**config.mk**
```make
export PLATFORM = sky130hd
export DESIGN_NAME = microcode_image_validator
export DESIGN_NICKNAME = d
export VERILOG_FILES = /design/src/design/mcv_pkg.sv /design/src/design/mcv_stream.sv /design/src/design/mcv_verdict.sv /design/src/design/microcode_image_validator.sv
export VERILOG_INCLUDE_DIRS = /design/src /design/src/design
export SDC_FILE = /design/constraint.sdc
export NUM_CORES = 2
export LEC_CHECK = 0
export ABC_AREA = 1
export BUFFER_PORTS_ARGS = -buffer_cell sky130_fd_sc_hd__buf_4
export CORE_MARGIN = 2
export CORE_UTILIZATION = 55
export CTS_BUF_LIST = sky130_fd_sc_hd__clkbuf_4
export CTS_CLUSTER_DIAMETER = 100
export DETAILED_ROUTE_END_ITERATION = 6
export GPL_ROUTABILITY_DRIVEN = 0
export PLACE_DENSITY_LB_ADDON = 0.3
export SYNTH_ARGS = -nofsm -noshare
export SYNTH_HDL_FRONTEND = slang
export SYNTH_SLANG_ARGS = --single-unit
```
**constraint.sdc**
```tcl
create_clock -name clk -period 7.8 [get_ports clk]
set_input_delay 0.78 -clock clk [delete_from_list [all_inputs] [get_ports clk]]
set_output_delay 0.78 -clock clk [all_outputs]
set_load 0.1 [all_outputs]
```
**src/design/microcode_image_validator_assert.svh**
```systemverilog
// Assertion macros for the microcode image validator.
// Included by the top level; depends on nothing else.
// Each macro takes a label, the clock, the active-low reset, two terms and a message.
`ifndef MICROCODE_IMAGE_VALIDATOR_ASSERT_SVH
`define MICROCODE_IMAGE_VALIDATOR_ASSERT_SVH
`ifndef SYNTHESIS
// Same-cycle implication.
`define MCV_ASSERT_IMPL(name, clk, rst_n, cond, prop, msg) \
	name: assert property (@(posedge clk) disable iff (!rst_n) (cond) |-> (prop)) \
		else $error(msg);
// Next-cycle implication.
`define MCV_ASSERT_NEXT(name, clk, rst_n, cond, prop, msg) \
	name: assert property (@(posedge clk) disable iff (!rst_n) (cond) |=> (prop)) \
		else $error(msg);
`else
`define MCV_ASSERT_IMPL(name, clk, rst_n, cond, prop, msg)
`define MCV_ASSERT_NEXT(name, clk, rst_n, cond, prop, msg)
`endif
`endif

```
**src/design/mcv_pkg.sv**
```systemverilog
// Shared types and constants of the microcode image validator.
// Used by mcv_stream, mcv_verdict and microcode_image_validator; depends on nothing.
`timescale 1ns / 1ps

package mcv_pkg;

	// Header layout, in 32-bit words.
	localparam int HDR_WORDS = 12;
	localparam logic [3:0] HW_HDRVER    = 4'd0;
	localparam logic [3:0] HW_REV       = 4'd1;
	localparam logic [3:0] HW_DATE      = 4'd2;
	localparam logic [3:0] HW_SIG       = 4'd3;
	localparam logic [3:0] HW_CKSUM     = 4'd4;
	localparam logic [3:0] HW_LOADER    = 4'd5;
	localparam logic [3:0] HW_PF        = 4'd6;
	localparam logic [3:0] HW_DSIZE     = 4'd7;
	localparam logic [3:0] HW_TSIZE     = 4'd8;
	localparam logic [3:0] HW_RESERVED0 = 4'd9;

	// Only version 1 is accepted for header and loader.
	localparam logic [31:0] SUPPORTED_VERSION = 32'd1;
	localparam logic [31:0] HDR_BYTES = 32'd48;
	localparam logic [31:0] EXT_HDR_BYTES = 32'd20;

	// Extended table: offset of the first entry and the word roles within an entry.
	localparam logic [2:0] EXT_COUNT_POS = 3'd0;
	localparam logic [2:0] EXT_ENTRY_POS = 3'd5;
	localparam logic [1:0] ENT_SIG   = 2'd0;
	localparam logic [1:0] ENT_PF    = 2'd1;
	localparam logic [1:0] ENT_CKSUM = 2'd2;

	// Configuration register indexes.
	localparam int CFG_IDX_W = 2;
	localparam int CFG_DATA_W = 32;
	localparam logic [CFG_IDX_W-1:0] CFG_CPU_SIGNATURE = 2'd0;
	localparam logic [CFG_IDX_W-1:0] CFG_CPU_PLATFORM_FLAGS = 2'd1;
	localparam logic [CFG_IDX_W-1:0] CFG_CPU_REVISION = 2'd2;

	typedef enum logic [2:0] {
		ST_OK,
		ST_VERSION,
		ST_SIZE,
		ST_EXT_COUNT,
		ST_EXT_SUM,
		ST_MAIN_SUM,
		ST_EXT_SIG_SUM,
		ST_LENGTH
	} status_t;

	typedef struct packed {
		logic [31:0] cpu_signature;
		logic [7:0]  cpu_platform_flags;
		logic [31:0] cpu_revision;
	} cfg_t;

	typedef struct packed {
		logic [31:0] image_word;
		logic        last_word;
	} in_t;

	typedef struct packed {
		logic [2:0]  status;
		logic        matches_cpu;
		logic [31:0] image_revision;
	} out_t;

	// Per-image state; the word counter travels separately as its width is a parameter.
	typedef struct packed {
		logic [31:0] rev;
		logic [31:0] sig;
		logic [31:0] dsize;
		logic [31:0] tsize;
		logic [31:0] extcnt;
		logic [30:0] mw;
		logic [31:0] ext_bytes;
		logic [29:0] ts_words;
		logic        size_bad;
		logic [31:0] main_sum;
		logic [31:0] ext_sum;
		logic [31:0] ent_sum;
		logic [31:0] ent_sig;
		logic [31:0] diff;
		logic        ver_err;
		logic        ent_err;
		logic        match;
		logic [2:0]  epos;
		logic [1:0]  kph;
	} stream_state_t;

endpackage

```
**src/design/mcv_stream.sv**
```systemverilog
// Per-word state of the microcode image validator: header capture, sums and signature matches.
// Depends on mcv_pkg.
`timescale 1ns / 1ps

module mcv_stream #(
	parameter int MAX_IMAGE_WORDS = 65536,
	parameter int DEFAULT_DATA_BYTES = 2000,
	localparam int IDX_W = $clog2(MAX_IMAGE_WORDS + 2)
) (
	input  logic                   clk,
	input  logic                   arst_n,
	input  logic                   word_en,
	input  logic                   clear,
	input  mcv_pkg::in_t           req,
	input  mcv_pkg::cfg_t          cfg,
	output logic [IDX_W-1:0]       idx,
	output mcv_pkg::stream_state_t state
);

	localparam logic [IDX_W-1:0] IDX_SAT = IDX_W'(MAX_IMAGE_WORDS + 1);
	localparam logic [33:0] MAX_BYTES = 34'(MAX_IMAGE_WORDS) << 2;
	localparam logic [31:0] DEF_DATA = 32'(DEFAULT_DATA_BYTES);
	localparam logic [31:0] DEF_TOTAL = 32'(DEFAULT_DATA_BYTES + 48);

	logic [IDX_W-1:0]       idx_q, cur_idx, nxt_idx;
	mcv_pkg::stream_state_t st_q, cur, nxt;
	logic [31:0]            w, ds_eff, ts_eff, entry_total;
	logic                   hdr, in_ext;

	// A signature matches when it names this processor on its platform with a newer revision.
	function automatic logic sig_match(input logic [31:0] s, input logic [31:0] pf,
			input logic [31:0] rev, input mcv_pkg::cfg_t c);
		logic pf_ok;
		pf_ok = ((pf & {24'b0, c.cpu_platform_flags}) != 32'b0) ||
			(pf == 32'b0 && c.cpu_platform_flags == 8'b0);
		return (s == c.cpu_signature) && pf_ok && (rev > c.cpu_revision);
	endfunction

	// Next state for one word; a finishing image is seen as already cleared.
	always_comb begin
		cur_idx = clear ? '0 : idx_q;
		cur = clear ? '0 : st_q;
		nxt_idx = cur_idx;
		nxt = cur;
		w = req.image_word;
		hdr = cur_idx < IDX_W'(mcv_pkg::HDR_WORDS);
		in_ext = !hdr && (31'(cur_idx) >= cur.mw);
		ds_eff = (cur.dsize == 32'b0) ? DEF_DATA : cur.dsize;
		ts_eff = (cur.tsize == 32'b0) ? DEF_TOTAL : cur.tsize;
		entry_total = cur.ent_sum + w;
		if (word_en) begin
			if (!in_ext) begin
				nxt.main_sum = cur.main_sum + w;
				// The running difference leaves out the words that make up the header check sum.
				if (!(hdr && (cur_idx[3:0] == mcv_pkg::HW_SIG ||
						cur_idx[3:0] == mcv_pkg::HW_CKSUM ||
						cur_idx[3:0] == mcv_pkg::HW_PF))) begin
					nxt.diff = cur.diff + w;
				end
			end else begin
				nxt.ext_sum = cur.ext_sum + w;
			end

			// Header fields.
			if (hdr) begin
				case (cur_idx[3:0])
					mcv_pkg::HW_HDRVER, mcv_pkg::HW_LOADER: begin
						if (w != mcv_pkg::SUPPORTED_VERSION) begin
							nxt.ver_err = 1'b1;
						end
					end
					mcv_pkg::HW_REV: begin
						nxt.rev = w;
					end
					mcv_pkg::HW_SIG: begin
						nxt.sig = w;
					end
					mcv_pkg::HW_PF: begin
						if (sig_match(cur.sig, w, cur.rev, cfg)) begin
							nxt.match = 1'b1;
						end
					end
					mcv_pkg::HW_DSIZE: begin
						nxt.dsize = w;
					end
					mcv_pkg::HW_TSIZE: begin
						nxt.tsize = w;
						nxt.mw = 31'(mcv_pkg::HDR_WORDS) + 31'(ds_eff[31:2]);
					end
					mcv_pkg::HW_RESERVED0: begin
						// Both sizes are known now; settle the size checks early.
						nxt.size_bad = ({2'b0, ds_eff} + 34'(mcv_pkg::HDR_BYTES) >
							{2'b0, ts_eff}) || (ds_eff[1:0] != 2'b0) ||
							(ts_eff[1:0] != 2'b0) || ({2'b0, ts_eff} > MAX_BYTES);
						nxt.ext_bytes = ts_eff - mcv_pkg::HDR_BYTES - ds_eff;
						nxt.ts_words = ts_eff[31:2];
					end
					default: begin
					end
				endcase
			end

			// Extended signature table.
			if (in_ext) begin
				if (cur.epos != mcv_pkg::EXT_ENTRY_POS) begin
					if (cur.epos == mcv_pkg::EXT_COUNT_POS) begin
						nxt.extcnt = w;
					end
				end else begin
					case (cur.kph)
						mcv_pkg::ENT_SIG: begin
							nxt.ent_sig = w;
							nxt.ent_sum = w;
						end
						mcv_pkg::ENT_PF: begin
							nxt.ent_sum = entry_total;
							if (sig_match(cur.ent_sig, w, cur.rev, cfg)) begin
								nxt.match = 1'b1;
							end
						end
						mcv_pkg::ENT_CKSUM: begin
							nxt.ent_sum = entry_total;
							if (cur.diff + entry_total != 32'b0) begin
								nxt.ent_err = 1'b1;
							end
						end
						default: begin
						end
					endcase
				end
				// Table position moves only with the word counter.
				if (cur_idx != IDX_SAT) begin
					if (cur.epos != mcv_pkg::EXT_ENTRY_POS) begin
						nxt.epos = cur.epos + 3'd1;
					end else if (cur.kph == mcv_pkg::ENT_CKSUM) begin
						nxt.kph = mcv_pkg::ENT_SIG;
					end else begin
						nxt.kph = cur.kph + 2'd1;
					end
				end
			end

			// Saturating word counter.
			if (cur_idx != IDX_SAT) begin
				nxt_idx = cur_idx + 1'b1;
			end
		end
	end

	// State registers.
	always_ff @(posedge clk or negedge arst_n) begin
		if (!arst_n) begin
			idx_q <= '0;
			st_q <= '0;
		end else begin
			idx_q <= nxt_idx;
			st_q <= nxt;
		end
	end

	assign idx = idx_q;
	assign state = st_q;

endmodule

```
**src/design/mcv_verdict.sv**
```systemverilog
// Final status of a finished image, from the stream state in priority order.
// Depends on mcv_pkg.
`timescale 1ns / 1ps

module mcv_verdict #(
	parameter int IDX_W = 17
) (
	input  logic [IDX_W-1:0]       idx,
	input  mcv_pkg::stream_state_t state,
	output mcv_pkg::out_t          rsp
);

	mcv_pkg::status_t status;
	logic [31:0]      ext_m20;
	logic [35:0]      cnt_bytes;
	logic             ext_nz, shape_bad;

	// Residue modulo 3 by summing base-4 digits, as 4 is 1 modulo 3.
	function automatic logic [1:0] mod3(input logic [29:0] x);
		logic [5:0] s;
		logic [3:0] t;
		s = '0;
		for (int i = 0; i < 15; i++) begin
			s = s + 6'(x[2*i +: 2]);
		end
		t = 4'(s[1:0]) + 4'(s[3:2]) + 4'(s[5:4]);
		if (t >= 4'd6) begin
			t = t - 4'd6;
		end else if (t >= 4'd3) begin
			t = t - 4'd3;
		end
		return t[1:0];
	endfunction

	// Table shape and count checks.
	always_comb begin
		ext_nz = state.ext_bytes != 32'b0;
		ext_m20 = state.ext_bytes - mcv_pkg::EXT_HDR_BYTES;
		shape_bad = ext_nz && ((state.ext_bytes < mcv_pkg::EXT_HDR_BYTES) ||
			(ext_m20[1:0] != 2'b0) || (mod3(ext_m20[31:2]) != 2'd0));
		cnt_bytes = {1'b0, state.extcnt, 3'b0} + {2'b0, state.extcnt, 2'b0} +
			36'(mcv_pkg::EXT_HDR_BYTES);
	end

	// First failing check gives the status.
	always_comb begin
		if (idx < IDX_W'(mcv_pkg::HDR_WORDS)) begin
			status = mcv_pkg::ST_LENGTH;
		end else if (state.size_bad) begin
			status = mcv_pkg::ST_SIZE;
		end else if (state.ver_err) begin
			status = mcv_pkg::ST_VERSION;
		end else if (shape_bad) begin
			status = mcv_pkg::ST_SIZE;
		end else if (30'(idx) != state.ts_words) begin
			status = mcv_pkg::ST_LENGTH;
		end else if (ext_nz && cnt_bytes != 36'(state.ext_bytes)) begin
			status = mcv_pkg::ST_EXT_COUNT;
		end else if (ext_nz && state.ext_sum != 32'b0) begin
			status = mcv_pkg::ST_EXT_SUM;
		end else if (state.main_sum != 32'b0) begin
			status = mcv_pkg::ST_MAIN_SUM;
		end else if (ext_nz && state.ent_err) begin
			status = mcv_pkg::ST_EXT_SIG_SUM;
		end else begin
			status = mcv_pkg::ST_OK;
		end
	end

	assign rsp.status = status;
	assign rsp.matches_cpu = (status == mcv_pkg::ST_OK) && state.match;
	assign rsp.image_revision = state.rev;

endmodule

```
**src/design/microcode_image_validator.sv**
```systemverilog
// Top level of the microcode image validator: handshakes, configuration and result register.
// Depends on mcv_pkg, mcv_stream, mcv_verdict and microcode_image_validator_assert.svh.
`timescale 1ns / 1ps

// The validator takes one 32-bit image word per cycle, back to back, while image_stall is
// low, and gives one result for each word marked last. Each word is held in an input
// register, then folded into the image state by a single add-and-compare step; the result
// register is loaded from the finished image's verdict once it is free, and the first word
// of the next image may follow the last word of the previous one directly. While a result
// waits to be taken the finished image's state is held, and at most one further word is
// taken into the input register before image_stall rises. Write the configuration only
// while no image is in flight; it is sampled as each platform-flags word is processed.

`include "microcode_image_validator_assert.svh"

module microcode_image_validator #(
	parameter int MAX_IMAGE_WORDS = 65536,
	parameter int DEFAULT_DATA_BYTES = 2000
) (
	input  logic                                clk,
	input  logic                                arst_n,
	input  logic                                image_valid,
	output logic                                image_stall,
	input  mcv_pkg::in_t                        image_req,
	output logic                                result_valid,
	input  logic                                result_stall,
	output mcv_pkg::out_t                       result_rsp,
	input  logic                                cfg_write,
	input  logic [mcv_pkg::CFG_IDX_W-1:0]       cfg_index,
	input  logic [mcv_pkg::CFG_DATA_W-1:0]      cfg_data
);

	localparam int IDX_W = $clog2(MAX_IMAGE_WORDS + 2);

	mcv_pkg::cfg_t          cfg_q;
	mcv_pkg::in_t           req_s1;
	logic                   valid_s1;
	logic                   fin_q;
	logic                   result_valid_q;
	mcv_pkg::out_t          result_q;
	mcv_pkg::out_t          verdict;
	mcv_pkg::stream_state_t stream_state;
	logic [IDX_W-1:0]       stream_idx;
	logic                   adv_fin, clear, do_word, accept;

	// Flow control: a finished image leaves when the result register is free.
	assign adv_fin = !result_valid_q || !result_stall;
	assign clear = fin_q && adv_fin;
	assign do_word = valid_s1 && (!fin_q || adv_fin);
	assign image_stall = valid_s1 && !do_word;
	assign accept = image_valid && !image_stall;

	// Configuration registers.
	always_ff @(posedge clk or negedge arst_n) begin
		if (!arst_n) begin
			cfg_q <= '0;
		end else if (cfg_write) begin
			case (cfg_index)
				mcv_pkg::CFG_CPU_SIGNATURE: begin
					cfg_q.cpu_signature <= cfg_data;
				end
				mcv_pkg::CFG_CPU_PLATFORM_FLAGS: begin
					cfg_q.cpu_platform_flags <= cfg_data[7:0];
				end
				mcv_pkg::CFG_CPU_REVISION: begin
					cfg_q.cpu_revision <= cfg_data;
				end
				default: begin
				end
			endcase
		end
	end

	// Input register.
	always_ff @(posedge clk or negedge arst_n) begin
		if (!arst_n) begin
			valid_s1 <= 1'b0;
		end else if (accept) begin
			valid_s1 <= 1'b1;
		end else if (do_word) begin
			valid_s1 <= 1'b0;
		end
	end

	always_ff @(posedge clk) begin
		if (accept) begin
			req_s1 <= image_req;
		end
	end

	// Marks an image whose last word has been folded in and awaits its verdict.
	always_ff @(posedge clk or negedge arst_n) begin
		if (!arst_n) begin
			fin_q <= 1'b0;
		end else if (do_word && req_s1.last_word) begin
			fin_q <= 1'b1;
		end else if (clear) begin
			fin_q <= 1'b0;
		end
	end

	mcv_stream #(
		.MAX_IMAGE_WORDS    (MAX_IMAGE_WORDS),
		.DEFAULT_DATA_BYTES (DEFAULT_DATA_BYTES)
	) u_stream (
		.clk     (clk),
		.arst_n  (arst_n),
		.word_en (do_word),
		.clear   (clear),
		.req     (req_s1),
		.cfg     (cfg_q),
		.idx     (stream_idx),
		.state   (stream_state)
	);

	mcv_verdict #(
		.IDX_W (IDX_W)
	) u_verdict (
		.idx   (stream_idx),
		.state (stream_state),
		.rsp   (verdict)
	);

	// Result register.
	always_ff @(posedge clk or negedge arst_n) begin
		if (!arst_n) begin
			result_valid_q <= 1'b0;
		end else if (clear) begin
			result_valid_q <= 1'b1;
		end else if (!result_stall) begin
			result_valid_q <= 1'b0;
		end
	end

	always_ff @(posedge clk) begin
		if (clear) begin
			result_q <= verdict;
		end
	end

	assign result_valid = result_valid_q;
	assign result_rsp = result_q;

	// A processed last word always leaves an image waiting for its verdict.
	`MCV_ASSERT_NEXT(a_fin_after_last, clk, arst_n, do_word && req_s1.last_word, fin_q, "last word did not finish the image")
	// A match is only reported for a clean image.
	`MCV_ASSERT_IMPL(a_match_needs_ok, clk, arst_n, result_valid_q && result_q.matches_cpu, result_q.status == mcv_pkg::ST_OK, "match reported with a failing status")
	// Every new result comes from a finished image.
	`MCV_ASSERT_IMPL(a_result_from_fin, clk, arst_n, $rose(result_valid_q), $past(fin_q), "result appeared without a finished image")
	// An image shorter than its header is a length fault.
	`MCV_ASSERT_NEXT(a_short_image, clk, arst_n, clear && (stream_idx < IDX_W'(mcv_pkg::HDR_WORDS)), result_q.status == mcv_pkg::ST_LENGTH, "short image not reported as a length fault")

endmodule
```
* Yosys cells after proc, flatten, opt, wreduce, memory -nomap -nowiden
Index checks and enable logic that the tools add are counted.
** Word-level totals
- Bits in registers :: 583
- Input bits :: 72
- Output and inout port bits :: 38
- Word-level logic and storage cells :: 211
** Operators by class
- Add/sub/neg operators :: 33
- Magnitude comparators :: 9
- Equal/unequal tests :: 20
- Mux-type cells :: 59
- Bitwise logic cells :: 1
- Reduce and logical (&&, ||, !) cells :: 58
** Operators with widths (number)
- $mux 422 :: 2
- $mux 32 :: 14
- $add 32x32->32 :: 5
- $reduce_bool 32->1 :: 5
- $mux 128 :: 1
- $mux 64 :: 2
- $logic_not 32->1 :: 3
- $mux 94 :: 1
- $add 6x2->6 :: 13
- $eq 32x32->1 :: 2
- $pmux 32 s2 :: 1
- $mux 63 :: 1
- $mux 17 :: 3
- $add 35x34->36 :: 1
- $add 36x5->36 const B :: 1
- $ne 36x32->1 :: 1
- $gt 34x32->1 :: 1
- $lt 17x4->1 const B :: 2
- $add 32x6->33 const B :: 1
- $and 32x8->32 :: 1
- $gt 32x19->1 const B :: 1
- $gt 32x32->1 :: 1
- $lt 32x5->1 const B :: 1
- $ne 32x1->1 const B :: 1
- 39 further kinds :: 115

* Longest topological paths before layout
- Depth after elaboration :: 29
- Mapped depth :: 43
- Gate-level depth less buffers :: 43

* Modules after synthesis
From an unflattened synthesis, not the netlist that was laid out.
** Unflattened totals
- Cells, all modules :: 6091
- Area, all modules :: 44462.6 um^2
** Modules (own cells, without submodules)
- mcv_stream :: times used 1, cells an instance 4719, area each 33608.5 um^2
- mcv_verdict :: times used 1, cells an instance 967, area each 5700.5 um^2
- microcode_image_validator :: times used 1, cells an instance 405, area each 5153.7 um^2

* Worst setup path before layout
No wires, ideal clock.
- Kind :: reg-to-reg
- Start :: register u_stream.st_q, in the netlist u_stream.state[201]
- End :: register result_q, in the netlist result_rsp[32] (data pin)
- Setup time :: 0.138 ns
- Arrival :: 7.291 ns
- Path slack :: 0.371 ns
- Cell stages (with the launch flop) :: 42
- Path buffers :: 0
- Period minus slack after synthesis :: 7.429 ns
- Cell sequence :: dfrtp_1 -> inv_1 -> ha_1 -> o21ai_0 -> nor2_1 -> inv_1 -> nor2_1 -> nand3_1 -> nor3_1 -> nand3_1 -> xor2_1 -> fa_1 -> inv_1 -> fa_1 -> fa_1 -> fa_1 -> inv_1 -> fa_1 -> (+6 left out) -> inv_1 -> ha_1 -> inv_1 -> ha_1 -> a21oi_1 -> nand2_1 -> nor2_1 -> xor2_1 -> o211ai_1 -> o21ai_0 -> o21ai_0 -> nor2_1 -> nand2_1 -> nand2_1 -> nand2_1 -> nor2_1 -> nand2_1 -> nor2_1
** RTL lines
- from (decl) :: line mcv_stream.sv:26 : mcv_pkg::stream_state_t st_q, cur, nxt;
- from (signal assigned) :: line mcv_stream.sv:157 : st_q <= nxt;
- to (signal assigned) :: line microcode_image_validator.sv:137 : result_q <= verdict;
- to (decl) :: line microcode_image_validator.sv:40 : mcv_pkg::out_t result_q;

==> key figures <==
Global route
  • Grt met3 use: 0.0828
  • Met1 usage: 0.436
  • Antenna violations before repair: 9
  • Largest net degree at the start of global routing: 153
  • GR peak layer: met2
  • Vias in the first global route: 39800
  • Grt ovf: 0
  • First-pass GRT wire length: 219000 µm
  • Met2 GRT Util: 0.543
  • GRT Util Overall: 0.348

STA
  • Hold Fails Final Rpt: 0
  • Tcrit/Tclk final: 0.953
  • RSZ-0062 raised after global routing: true
  • Final Setup Violations: 0
  • Worst slew pin tran: 1.16 ns
  • Layout Skew: 0.102 ns
  • Max-slew violation count: 0
  • Max Clk Rate: 134 MHz
  • Final worst path period need: 7.44 ns
  • Slew HR: 0.224

Placed design
  • Placed cell area: 45500 µm²
  • DP Wirelength: 104000 µm
  • Cell total after placement: 6999
  • # port buffers: 109

Final layout
  • NumNets Final: 6667
  • Fin cells: 7339
  • Commonest non-fill, non-tap cells in the layout: nand2_1 (1380), inv_1 (921), nor2_1 (532)
  • Commonest non-fill, non-tap cell in the layout: nand2_1
  • Area growth, synth to finish: 11.8%
  • Final core occ: 0.622
  • Fraction of final layout cells sized beyond drive strength 1: 0.0896
  • Fill cells: 6850
  • Final non-filler cell area: 48400 µm²

Clock tree
  • TritonCTS clock tree: yes
  • # clock sinks: 583
  • CTS H-tree depth: 4
  • Clk buf depth: 3
  • Clock transition at the registers of the reported paths: 0.07 ns
  • Clock root cell: clkbuf_4
  • CTS Buf Count: 160
  • Clk_lat worst skew: 1.11 ns

Floorplanning
  • Number of I/O pins: 110
  • Chip width: 284 µm
  • Die height: 284 µm
  • Die Area: 80900 µm²
  • Std cell rows: 102
  • Total core area: 77700 µm²
  • Initial core utilization: 0.557

Synthesis
  • Sequential element share of the synthesized area: 0.345
  • Synth Register Bits: 583
  • Yosys cell types: 65
  • Yosys Warn Count: 0
  • Net Count, Synth: 6405
  • Async set-reset flop share out of synthesis: 0.882
  • Number of synthesized flops with an enable pin: 69
  • Primary FF master, synth: dfrtp_1
  • Cell count after synthesis: 5912
  • Mean post-synth cell area: 7.32 µm²
  • Synth Cell Area: 43300 µm²

Routing
  • ANT nets after route: 0
  • Routed vias/inst: 5.67
  • DRC Markers: 0
  • Via Count: 41600
  • Initial DRC Count: 4471
  • DRT Pass-1 Iters: 6
  • Final wirelength: 142000 µm
  • WL/cell: 19.4 µm

Critical path
  • Critical path class: register to register
  • CP arrival: 8.38 ns
  • Slowest stage delay, CP: 0.54 ns
  • CP max stage cell: fa_1
  • Worst path most repeated cell: nand2_1
  • Setup crit end kind: register
  • Crit-path max FO: 3
  • CP Data Required Time: 8.74 ns
  • Worst r2r path cells: 43
  • Startpoint Class: register

Worst hold path
  • Hold Path Depth: 3
  • Hold Crit Class: input pin to register

Run
  • Max-cap violations: 0

Run status
  • Status: completed
cell type report:
class | count | area (µm²) | area share
Multi-Input combinational cell | 4238 | 24400 | 0.504
Sequential cell | 583 | 14900 | 0.309
Inverter | 941 | 3540 | 0.0731
Timing Repair Buffer | 250 | 2050 | 0.0424
Clock buffer | 221 | 1660 | 0.0343
Tap cell | 1040 | 1300 | 0.0269
Clock inverter | 60 | 469 | 0.00970
Antenna cell | 6 | 15.0 | 0.000310
sequential cells by signal, indices dropped and copies added, names as in the netlist:
signal and count:
result_rsp 36, req_s1 33, u_stream.idx 17, u_stream.state 422
result_valid 1, fin_q 1, cfg_q 72, valid_s1 1
cell families after synthesis:
logic type / synth area share
flip-flops: 0.345
buffers and inverters: 0.0969
AO/OA/AOI/OAI: 0.134
XOR/XNOR: 0.0579
adder cells (fa/ha/maj): 0.127
AND/OR/NAND/NOR: 0.238
path summary, 6_finish.rpt:
kind                            slack, ns                            end                          start
worst max-delay path                 0.36       result_rsp[32]$_DFFE_PP_  u_stream.state[202]$_DFF_PN0_
worst min-delay path                 0.03          cfg_q[53]$_DFFE_PN0P_                   cfg_data[13]
worst max register to register       0.36       result_rsp[32]$_DFFE_PP_  u_stream.state[202]$_DFF_PN0_
worst min register to register       0.43       result_rsp[12]$_DFFE_PP_  u_stream.state[402]$_DFF_PN0_
max in group asynchronous            6.06  u_stream.state[248]$_DFF_PN0_                         arst_n
min in group asynchronous            0.26  u_stream.state[111]$_DFF_PN0_                         arst_n
per-stage QoR:
stage	setup TNS [ns]	hold slack, ns	setup slack (ns)
5_1_grt	-0.0995	0.0152	-0.0995
6_report	0	0.0334	0.363
3_3_place_gp	0	0.430	0.0494
4_1_cts	0	0.00209	0.000627
2_1_floorplan	0	0.425	0.371
3_5_place_dp	-0.154	0.438	-0.128
worst max-delay path: cells and delay by family, from the launching register on:
family	cells	cell delay, ns
buffers and inverters	10	0.84
flip-flops	1	0.39
AND/OR/NAND/NOR	16	1.38
adder cells (fa/ha/maj)	9	3.66
AO/OA/AOI/OAI	6	0.73
XOR/XNOR	2	0.31
cells in the mapped netlist, types with 3 or more instances:
| cell | n | area [µm²] |
|---|---|---|
| a211oi_1 | 9 | 67.6 |
| o22ai_1 | 6 | 37.5 |
| a21oi_1 | 331 | 1660 |
| or2_2 | 8 | 50.1 |
| o21ai_0 | 492 | 2460 |
| nor3_2 | 6 | 60.1 |
| inv_1 | 928 | 3480 |
| nor2_4 | 6 | 67.6 |
| o21ai_1 | 55 | 275 |
| nor3b_1 | 6 | 45.0 |
| xor2_1 | 178 | 1560 |
| dfrtp_1 | 514 | 12900 |
| xnor2_1 | 108 | 946 |
| and2_1 | 12 | 75.1 |
| nand4_1 | 66 | 413 |
| clkbuf_1 | 93 | 349 |
| buf_1 | 15 | 56.3 |
| clkinv_1 | 4 | 15.0 |
| or4_1 | 3 | 22.5 |
| buf_2 | 35 | 175 |
| nor3_1 | 62 | 310 |
| nand2_1 | 1384 | 5190 |
| nand3b_1 | 9 | 67.6 |
| nand2_2 | 6 | 37.5 |
| ha_1 | 389 | 4870 |
| nand3_1 | 274 | 1370 |
| o31ai_1 | 6 | 45.0 |
| buf_6 | 6 | 67.6 |
| o211ai_1 | 18 | 135 |
| a221oi_1 | 19 | 166 |
| o311ai_0 | 3 | 26.3 |
| inv_2 | 8 | 30.0 |
| a21boi_0 | 17 | 128 |
| o21a_1 | 18 | 135 |
| nor2_2 | 8 | 50.1 |
| a31oi_1 | 37 | 231 |
| o21bai_1 | 20 | 150 |
| o2111ai_1 | 6 | 52.6 |
| edfxtp_1 | 69 | 2070 |
| a21o_1 | 20 | 150 |
| nor4_1 | 55 | 344 |
| fa_1 | 32 | 641 |
| nor2_1 | 541 | 2030 |
per-layer routing:
layer | up-vias | part of all wire
met1 | 19200 | 0.39
met2 | 2045 | 0.44
met5 | - | 0.00020
met4 | 4 | 0.068
met3 | 533 | 0.098
li1 | 19800 | -
timing repair:
item	4_1_cts	5_1_grt
endpoints found under the hold margin	120	0
setup buffers	0	7
pin swaps	1	33
hold buffers	46	0
gates resized for setup	2	56
setup endpoints to repair	2	4
Power is left out: the tool's default activity adds up to more than one toggle a clock period on the data nets, which glitch-free logic cannot reach.
